--- src/rtl/core/ppcbtr_pkg.sv ---
`default_nettype none

package ppcbtr_pkg;

    // Opcodes carried on the input tuser
    localparam logic [3:0] OP_OTHER = 4'd0;
    localparam logic [3:0] OP_B     = 4'd1;
    localparam logic [3:0] OP_BC    = 4'd2;
    localparam logic [3:0] OP_BCCTR = 4'd3;
    localparam logic [3:0] OP_BCLR  = 4'd4;
    localparam logic [3:0] OP_RFI   = 4'd5;
    localparam logic [3:0] OP_SC    = 4'd6;
    localparam logic [3:0] OP_TD    = 4'd7;
    localparam logic [3:0] OP_TDI   = 4'd8;
    localparam logic [3:0] OP_TW    = 4'd9;
    localparam logic [3:0] OP_TWI   = 4'd10;

    // Transfer kinds
    localparam logic [2:0] KIND_ORD     = 3'd0;
    localparam logic [2:0] KIND_JUMP    = 3'd1;
    localparam logic [2:0] KIND_CALL    = 3'd2;
    localparam logic [2:0] KIND_RET     = 3'd3;
    localparam logic [2:0] KIND_SYSCALL = 3'd4;
    localparam logic [2:0] KIND_SYSRET  = 3'd5;

    // Outcome codes
    localparam logic [1:0] OUT_NOT   = 2'd0;
    localparam logic [1:0] OUT_TAKEN = 2'd1;
    localparam logic [1:0] OUT_BACK  = 2'd2;
    localparam logic [1:0] OUT_FWD   = 2'd3;

    // BO bits
    localparam logic [4:0] BO_IGNORE_CR = 5'h10;
    localparam logic [4:0] BO_WANT_CR   = 5'h08;
    localparam logic [4:0] BO_NO_DEC    = 5'h04;
    localparam logic [4:0] BO_WANT_ZERO = 5'h02;

    // TO flag bits
    localparam logic [4:0] FLAG_LT  = 5'h10;
    localparam logic [4:0] FLAG_GT  = 5'h08;
    localparam logic [4:0] FLAG_EQ  = 5'h04;
    localparam logic [4:0] FLAG_LTU = 5'h02;
    localparam logic [4:0] FLAG_GTU = 5'h01;

    localparam int IN_DATA_W  = 304;
    localparam int IN_USER_W  = 4;
    localparam int OUT_DATA_W = 8;
    localparam int OUT_USER_W = 3;

    typedef struct packed {
        logic [3:0]  op;
        logic        link;
        logic [4:0]  cond_field;
        logic [4:0]  cr_bit_index;
        logic [31:0] target;
        logic        target_relative;
        logic [31:0] insn_addr;
        logic [63:0] ctr;
        logic [31:0] cr;
        logic        mode_64;
        logic [63:0] trap_a;
        logic [63:0] trap_b;
    } t_item;

    typedef struct packed {
        logic       conditional;
        logic [1:0] outcome;
    } t_br_res;

    typedef struct packed {
        logic [2:0] kind;
        logic       conditional;
        logic [1:0] outcome;
    } t_result;

endpackage

`default_nettype wire

--- src/rtl/core/ppcbtr_branch.sv ---
`default_nettype none

// BO evaluation and direction for b, bc, bcctr and bclr
module ppcbtr_branch (
    input  wire ppcbtr_pkg::t_item   i_item,
    output ppcbtr_pkg::t_br_res      o_res
);

    logic [31:0] w_dest;
    logic        w_crbit;
    logic        w_zero;
    logic        w_ok;
    logic        w_ignore_cr;
    logic        w_no_dec;
    logic [1:0]  w_dir;

    always_comb begin
        case (i_item.op)
            ppcbtr_pkg::OP_BCCTR: w_dest = i_item.ctr[31:0];
            ppcbtr_pkg::OP_BCLR:  w_dest = i_item.target;
            default: begin
                w_dest = i_item.target_relative ? (i_item.target + i_item.insn_addr)
                                                : i_item.target;
            end
        endcase
    end

    assign w_dir = (w_dest < i_item.insn_addr) ? ppcbtr_pkg::OUT_BACK : ppcbtr_pkg::OUT_FWD;

    // BI counts from the most significant CR bit
    assign w_crbit = i_item.cr[5'd31 - i_item.cr_bit_index];

    // CTR of one means the decrement reaches zero
    assign w_zero = (i_item.ctr[31:0] == 32'd1)
                 && (!i_item.mode_64 || (i_item.ctr[63:32] == 32'd0));

    assign w_ignore_cr = |(i_item.cond_field & ppcbtr_pkg::BO_IGNORE_CR);
    assign w_no_dec    = |(i_item.cond_field & ppcbtr_pkg::BO_NO_DEC);

    assign w_ok = (w_no_dec || (w_zero == |(i_item.cond_field & ppcbtr_pkg::BO_WANT_ZERO)))
               && (w_ignore_cr || (w_crbit == |(i_item.cond_field & ppcbtr_pkg::BO_WANT_CR)));

    always_comb begin
        if (i_item.op == ppcbtr_pkg::OP_B) begin
            o_res.conditional = 1'b0;
            o_res.outcome     = w_dir;
        end else begin
            o_res.conditional = !(w_ignore_cr && w_no_dec);
            o_res.outcome     = w_ok ? w_dir : ppcbtr_pkg::OUT_NOT;
        end
    end

endmodule

`default_nettype wire

--- src/rtl/core/ppcbtr_trap.sv ---
`default_nettype none

// Compare flags for tw, twi, td, tdi, masked with TO
module ppcbtr_trap (
    input  wire ppcbtr_pkg::t_item i_item,
    output logic                   o_hit
);

    logic [63:0] w_a;
    logic [63:0] w_b;
    logic        w_eq;
    logic        w_ltu;
    logic        w_lt;
    logic [4:0]  w_flags;

    always_comb begin
        w_a = i_item.trap_a;
        w_b = i_item.trap_b;
        if (i_item.op inside {ppcbtr_pkg::OP_TW, ppcbtr_pkg::OP_TWI}) begin
            w_a = {{32{i_item.trap_a[31]}}, i_item.trap_a[31:0]};
        end
        if (i_item.op inside {ppcbtr_pkg::OP_TW, ppcbtr_pkg::OP_TWI,
                              ppcbtr_pkg::OP_TDI}) begin
            w_b = {{32{i_item.trap_b[31]}}, i_item.trap_b[31:0]};
        end
    end

    assign w_eq  = (w_a == w_b);
    assign w_ltu = (w_a < w_b);
    assign w_lt  = ($signed(w_a) < $signed(w_b));

    always_comb begin
        if (w_eq) begin
            w_flags = ppcbtr_pkg::FLAG_EQ;
        end else begin
            w_flags = (w_ltu ? ppcbtr_pkg::FLAG_LTU : ppcbtr_pkg::FLAG_GTU)
                    | (w_lt  ? ppcbtr_pkg::FLAG_LT  : ppcbtr_pkg::FLAG_GT);
        end
    end

    assign o_hit = |(w_flags & i_item.cond_field);

endmodule

`default_nettype wire

--- src/rtl/core/ppc_branch_trap_resolver_top.sv ---
// channel   dir  tdata (low bit up)                                     tuser
// s_axis    in   link, cond_field, cr_bit_index, target,                op
//                target_relative, insn_addr, ctr, cr, mode_64,
//                trap_a, trap_b, zero fill to 304 bits
// m_axis    out  conditional, outcome, zero fill to 8 bits              kind
//
// One item a cycle sustained while m_axis is not stalled; an item passes from the input transfer
// to the output through the input register, evaluation logic and result register.
// The critical path is the 64-bit trap compare or the 32-bit target add and compare.
// Synchronous active-low reset clears both valid flags; payload is not reset.
// An output stall backs up through the input register to s_axis_tready.
`default_nettype none

module ppc_branch_trap_resolver_top (
    input  wire                                  i_clk,
    input  wire                                  i_rst_n,
    input  wire                                  s_axis_tvalid,
    output logic                                 s_axis_tready,
    // link, cond_field, cr_bit_index, target, target_relative, insn_addr,
    // ctr, cr, mode_64, trap_a, trap_b
    input  wire  [ppcbtr_pkg::IN_DATA_W-1:0]     s_axis_tdata,
    // op
    input  wire  [ppcbtr_pkg::IN_USER_W-1:0]     s_axis_tuser,
    output logic                                 m_axis_tvalid,
    input  wire                                  m_axis_tready,
    // conditional, outcome
    output logic [ppcbtr_pkg::OUT_DATA_W-1:0]    m_axis_tdata,
    // kind
    output logic [ppcbtr_pkg::OUT_USER_W-1:0]    m_axis_tuser
);

    ppcbtr_pkg::t_item   n_in;
    ppcbtr_pkg::t_item   r_in;
    logic                r_in_valid;
    ppcbtr_pkg::t_result n_out;
    ppcbtr_pkg::t_result r_out;
    logic                r_out_valid;
    logic                w_adv;
    ppcbtr_pkg::t_br_res w_br;
    logic                w_trap_hit;

    assign n_in.op              = s_axis_tuser;
    assign n_in.link            = s_axis_tdata[0];
    assign n_in.cond_field      = s_axis_tdata[5:1];
    assign n_in.cr_bit_index    = s_axis_tdata[10:6];
    assign n_in.target          = s_axis_tdata[42:11];
    assign n_in.target_relative = s_axis_tdata[43];
    assign n_in.insn_addr       = s_axis_tdata[75:44];
    assign n_in.ctr             = s_axis_tdata[139:76];
    assign n_in.cr              = s_axis_tdata[171:140];
    assign n_in.mode_64         = s_axis_tdata[172];
    assign n_in.trap_a          = s_axis_tdata[236:173];
    assign n_in.trap_b          = s_axis_tdata[300:237];

    // result register free, or emptying this cycle
    assign w_adv         = !r_out_valid || m_axis_tready;
    assign s_axis_tready = !r_in_valid || w_adv;

    ppcbtr_branch u_branch (
        .i_item (r_in),
        .o_res  (w_br)
    );

    ppcbtr_trap u_trap (
        .i_item (r_in),
        .o_hit  (w_trap_hit)
    );

    always_comb begin
        n_out.kind        = ppcbtr_pkg::KIND_ORD;
        n_out.conditional = 1'b0;
        n_out.outcome     = ppcbtr_pkg::OUT_TAKEN;
        case (r_in.op)
            ppcbtr_pkg::OP_B, ppcbtr_pkg::OP_BC, ppcbtr_pkg::OP_BCCTR: begin
                n_out.kind        = r_in.link ? ppcbtr_pkg::KIND_CALL : ppcbtr_pkg::KIND_JUMP;
                n_out.conditional = w_br.conditional;
                n_out.outcome     = w_br.outcome;
            end
            ppcbtr_pkg::OP_BCLR: begin
                n_out.kind        = r_in.link ? ppcbtr_pkg::KIND_CALL : ppcbtr_pkg::KIND_RET;
                n_out.conditional = w_br.conditional;
                n_out.outcome     = w_br.outcome;
            end
            ppcbtr_pkg::OP_RFI: begin
                n_out.kind = ppcbtr_pkg::KIND_SYSRET;
            end
            ppcbtr_pkg::OP_SC: begin
                n_out.kind = ppcbtr_pkg::KIND_SYSCALL;
            end
            ppcbtr_pkg::OP_TD, ppcbtr_pkg::OP_TDI, ppcbtr_pkg::OP_TW, ppcbtr_pkg::OP_TWI: begin
                n_out.kind        = ppcbtr_pkg::KIND_SYSRET;
                n_out.conditional = 1'b1;
                n_out.outcome     = w_trap_hit ? ppcbtr_pkg::OUT_TAKEN : ppcbtr_pkg::OUT_NOT;
            end
            default: begin
                n_out.kind = ppcbtr_pkg::KIND_ORD;
            end
        endcase
    end

    always_ff @(posedge i_clk) begin
        if (!i_rst_n) begin
            r_in_valid  <= 1'b0;
            r_out_valid <= 1'b0;
        end else begin
            if (s_axis_tready) begin
                r_in_valid <= s_axis_tvalid;
            end
            if (w_adv) begin
                r_out_valid <= r_in_valid;
            end
        end
    end

    always_ff @(posedge i_clk) begin
        if (s_axis_tready && s_axis_tvalid) begin
            r_in <= n_in;
        end
        if (w_adv && r_in_valid) begin
            r_out <= n_out;
        end
    end

    assign m_axis_tvalid = r_out_valid;
    assign m_axis_tdata  = {{(ppcbtr_pkg::OUT_DATA_W - 3){1'b0}}, r_out.outcome,
                            r_out.conditional};
    assign m_axis_tuser  = r_out.kind;

    a_in_to_stage: assert property (@(posedge i_clk) disable iff (!i_rst_n)
        s_axis_tvalid && s_axis_tready |=> r_in_valid)
        else $error("accepted item did not reach the input register");

    a_kind_range: assert property (@(posedge i_clk) disable iff (!i_rst_n)
        r_out_valid |-> r_out.kind <= ppcbtr_pkg::KIND_SYSRET)
        else $error("result kind out of range");

    a_uncond_taken: assert property (@(posedge i_clk) disable iff (!i_rst_n)
        r_out_valid && !r_out.conditional |-> r_out.outcome != ppcbtr_pkg::OUT_NOT)
        else $error("unconditional transfer reported as not taken");

    a_trap_outcome: assert property (@(posedge i_clk) disable iff (!i_rst_n)
        r_out_valid && r_out.kind == ppcbtr_pkg::KIND_SYSRET && r_out.conditional
        |-> r_out.outcome == ppcbtr_pkg::OUT_NOT || r_out.outcome == ppcbtr_pkg::OUT_TAKEN)
        else $error("trap result carries a branch direction");

endmodule

`default_nettype wire
--- config.mk ---
export PLATFORM = sky130hd
export DESIGN_NAME = ppc_branch_trap_resolver_top
export DESIGN_NICKNAME = d
export VERILOG_FILES = /design/src/rtl/core/ppcbtr_pkg.sv /design/src/rtl/core/ppcbtr_branch.sv /design/src/rtl/core/ppcbtr_trap.sv /design/src/rtl/core/ppc_branch_trap_resolver_top.sv
export SDC_FILE = /design/constraint.sdc
export NUM_CORES = 1
export LEC_CHECK = 0
export ABC_CLOCK_PERIOD_IN_PS = 9000
export BUFFER_PORTS_ARGS = -buffer_cell sky130_fd_sc_hd__buf_2
export CAP_MARGIN = 20
export CORE_MARGIN = 1
export CORE_UTILIZATION = 55
export DETAILED_ROUTE_END_ITERATION = 6
export PLACE_DENSITY = 0.84
export SYNTH_ARGS = -nofsm -noshare
export SYNTH_HDL_FRONTEND = slang
export SYNTH_SLANG_ARGS = --single-unit
--- constraint.sdc ---
create_clock -name i_clk -period 9 [get_ports i_clk]
set_input_delay 0.45 -clock i_clk [delete_from_list [all_inputs] [get_ports i_clk]]
set_output_delay 0.45 -clock i_clk [all_outputs]
set_load 0.005 [all_outputs]
==> metrics.txt <==
FF-to-FF setup slack=3.65 ns; H-tree depth=2; WL final=34.72 mm; vias in the first global route=10700; Slew headroom=38.57%; first-pass GRT wire length=53.27 mm; largest net degree at the start of global routing=175; synthesized cell area=0.01515 mm^2; fraction of layout cells with a size suffix above 1=26.47%; Max-Cap Viols=0; Sw Share=24.25%; DR vias=10660; # hold bufs at CTS=0; Synth area leader=edfxtp_1; max-slew violation total from the final report=0; number of synthesized flops with an enable pin=311; syn_area_per_cell=13.07 um^2; count leader, synth=edfxtp_1; Worst Setup Path Type=register to register; Die W=168.0 um; clk buf depth=3; setup violators final=0; synthesized instance count=1159; number of routed nets with antenna violations=0; CTS tree=done; hold path startpoint=s_axis_tdata[202]; die area=0.02821 mm^2; YS warnings=0; Die Y=168.0 um; Worst VDD drop=204.4 uV; WHS=0.1070 ns; flops & latches, synth=313; fillers=1917; CTS resizes=0; Skew-Pair Late Insertion Delay=0.51 ns; cell count of the worst reg-to-reg path=20; Nets=1925; asr flop ratio synth=0%; total power=3.586 mW; CP Data Arrival Time=5.59 ns; cell chosen for the clock root=clkbuf_16; Vias/cell=5.726; per-cell routed wire length=18.65 um; Hold Path Sink=r_in[93]$_DFFE_PP_; Final Skew=0.02003 ns; I/O pin count=325; outcome=complete, no violations; Post-route DRC=0; initial antenna violation count=13; period utilisation layout=59.43%; Pre-antenna DRT Iters=6; area of the core=0.02695 mm^2; port bufs=316; Clock power frac=38.4%; Sequential Power Share=48.6%; sequential area share after synthesis=61.91%; Pwr Density=197.1 mW/mm^2; CP max FO=4; P_int=2.717 mW; Post-synth top cells=edfxtp_1 (311), ha_1 (126), a21oi_1 (105); Initial Util=56.21%; RR Endpoint=m_axis_tdata[1]$_DFFE_PP_; Post-CTS Setup Repair Bufs=0; logic gate share of total power=12.9%; CTS buffer count=34; r2r startpoint=r_in[258]$_DFFE_PP_; required time worst endpoint=9.24 ns; Iteration-0 DRC Markers=744; # clock sinks=313; top_reg_cell synth=edfxtp_1; post-synth top area share=61.65%; Area growth, synth to finish=20.13%; top post-synthesis cells by area=edfxtp_1 (62%), ha_1 (10%), a21oi_1 (3.5%); min Tclk post-route=5.349 ns; Worst Tran Pin Value=0.9215 ns; GR Util All Layers=24.47%; TNS Setup=0 ns; RSZ-0062 raised after global routing=no; Setup crit start kind=register; Remaining Overflow, GRT=0; static leakage=7.656 nW; post-synth cell types=73; Rows=60; switching power=0.8698 mW; worst min path class=input pin to register; Hold Crit Depth=1; Fin. Hold Viols=0; RePlAce Congestion=0.8653; Clock transition at path regs=0.06 ns; f_max=187.0 MHz; Worst Setup End Kind=register; hpwl dp=25.12 mm
==> registers in the layout (all words and copies together) (netlist names) <==
signal	cells
r_in_valid	1
m_axis_tuser	3
m_axis_tdata	3
m_axis_tvalid	1
r_in	305
==> worst max-delay path: stages (launching register included) <==
cell,delay (ns)
edfxtp_1,0.38
ha_1,0.22
inv_1,0.07
fa_1,0.40
nand2b_1,0.18
a21oi_1,0.25
o211ai_1,0.16
a211oi_1,0.65
or2_2,0.26
xnor2_1,0.13
o21ai_0,0.13
ha_1,0.34
nand2_1,0.06
o21ai_0,0.11
a2111oi_0,0.45
o211ai_1,0.22
a221oi_1,0.32
o211ai_2,0.20
a31oi_1,0.20
o211ai_1,0.10
a221o_1,0.27
==> metal layers <==
metal  global-route usage (%)  routed length, um  vias to the layer above
met1                    30.12              14130                     5027
met5                        0                 41                        -
met3                    4.866               2074                      106
met4                    12.25               1634                        6
met2                    41.32              16840                      412
li1                         -                  -                     5111
==> kinds of logic after synthesis <==
logic type               count (synthesis)  share of synthesized area (%)
AO/OA/AOI/OAI                          317                          12.97
buffers and inverters                  114                          3.411
flip-flops                             313                          61.91
multiplexers                            13                          1.462
AND/OR/NAND/NOR                        249                          8.235
other                                    1                        0.02476
adder cells (fa/ha/maj)                127                          10.54
XOR/XNOR                                25                          1.445
==> through the flow <==
step / instance area [um^2] / instances / setup slack [ns] / util, %
2_1_floorplan: 15160 / 1163 / 0.7835 / -
3_3_place_gp: 17010 / 1788 / 3.634 / 63.12
3_5_place_dp: 17010 / 1788 / 3.525 / 63.12
4_1_cts: 18120 / 1849 / 3.394 / 67.25
5_1_grt: 18200 / 1862 / 3.176 / 67.52
6_report: 18200 / 1862 / 3.651 / 67.52
==> power by group through the flow <==
stage | Combinational (mW) | Clock [mW] | Sequential [mW]
4_1_cts | 0.461 | 1.40 | 1.74
2_1_floorplan | 0.307 | 0 | 1.77
5_1_grt | 0.524 | 1.45 | 1.75
3_5_place_dp | 0.455 | 0 | 1.77
3_3_place_gp | 0.437 | 0 | 1.77
6_report | 0.464 | 1.38 | 1.74
==> layout by cell type, fill, tap and decap left out, types with 5 or more instances in the layout <==
cell type  synthesis  final
diode_2            0     10
o21a_1             7      7
o211ai_1          11     11
ha_1             126    126
o31ai_1            6      6
and2_1             6      5
a21o_1            19     19
nor3b_1            5      5
clkbuf_16          0     35
buf_2              2    316
or3_1              6      6
a31oi_1            6      6
a21oi_1          105    105
xor2_1            15     15
nor3_1            10     10
nor4_1            20     20
a211oi_1           7      7
o21bai_1           5      5
nand4_1           19     19
nand2_1           96     96
buf_4              5      5
nor2b_1            6      6
clkinv_2           0      6
clkinv_1           1      5
nor2_1            35     34
and3_1             7      7
a22oi_1           25     25
nand2b_1           9      9
o21ai_0           86     86
mux2i_1            6      6
xnor2_1           10      9
conb_1             1      5
a221o_1            5      5
inv_1             75     75
edfxtp_1         311    311
nand3_1           17     17
==> worst max path at each step <==
stage	start	end	slack, ns	cells past startpoint
after floorplan	m_axis_tready	r_in[0]$_DFFE_PP_	0.78	3
after global placement	r_in[303]$_DFFE_PP_	m_axis_tdata[1]$_DFFE_PP_	3.63	15
after detailed placement	r_in[303]$_DFFE_PP_	m_axis_tdata[1]$_DFFE_PP_	3.53	15
after CTS	r_in[303]$_DFFE_PP_	m_axis_tdata[1]$_DFFE_PP_	3.39	15
after global routing	r_in[258]$_DFFE_PP_	m_axis_tdata[1]$_DFFE_PP_	3.18	20
final	r_in[258]$_DFFE_PP_	m_axis_tdata[1]$_DFFE_PP_	3.65	20
==> cell type report <==
cell class / instances / area (um^2) / area share [%]
diodes: 10 / 25.02 / 0.1375
clock buffers: 39 / 890.9 / 4.895
clock inverters: 22 / 224.0 / 1.231
inverters: 76 / 285.3 / 1.568
multi-input cells: 736 / 5280 / 29.02
flip-flops and latches: 313 / 9379 / 51.54
well taps: 341 / 426.7 / 2.345
repair buffers: 325 / 1687 / 9.268
Note: power is estimated with default switching activity, not from simulation.
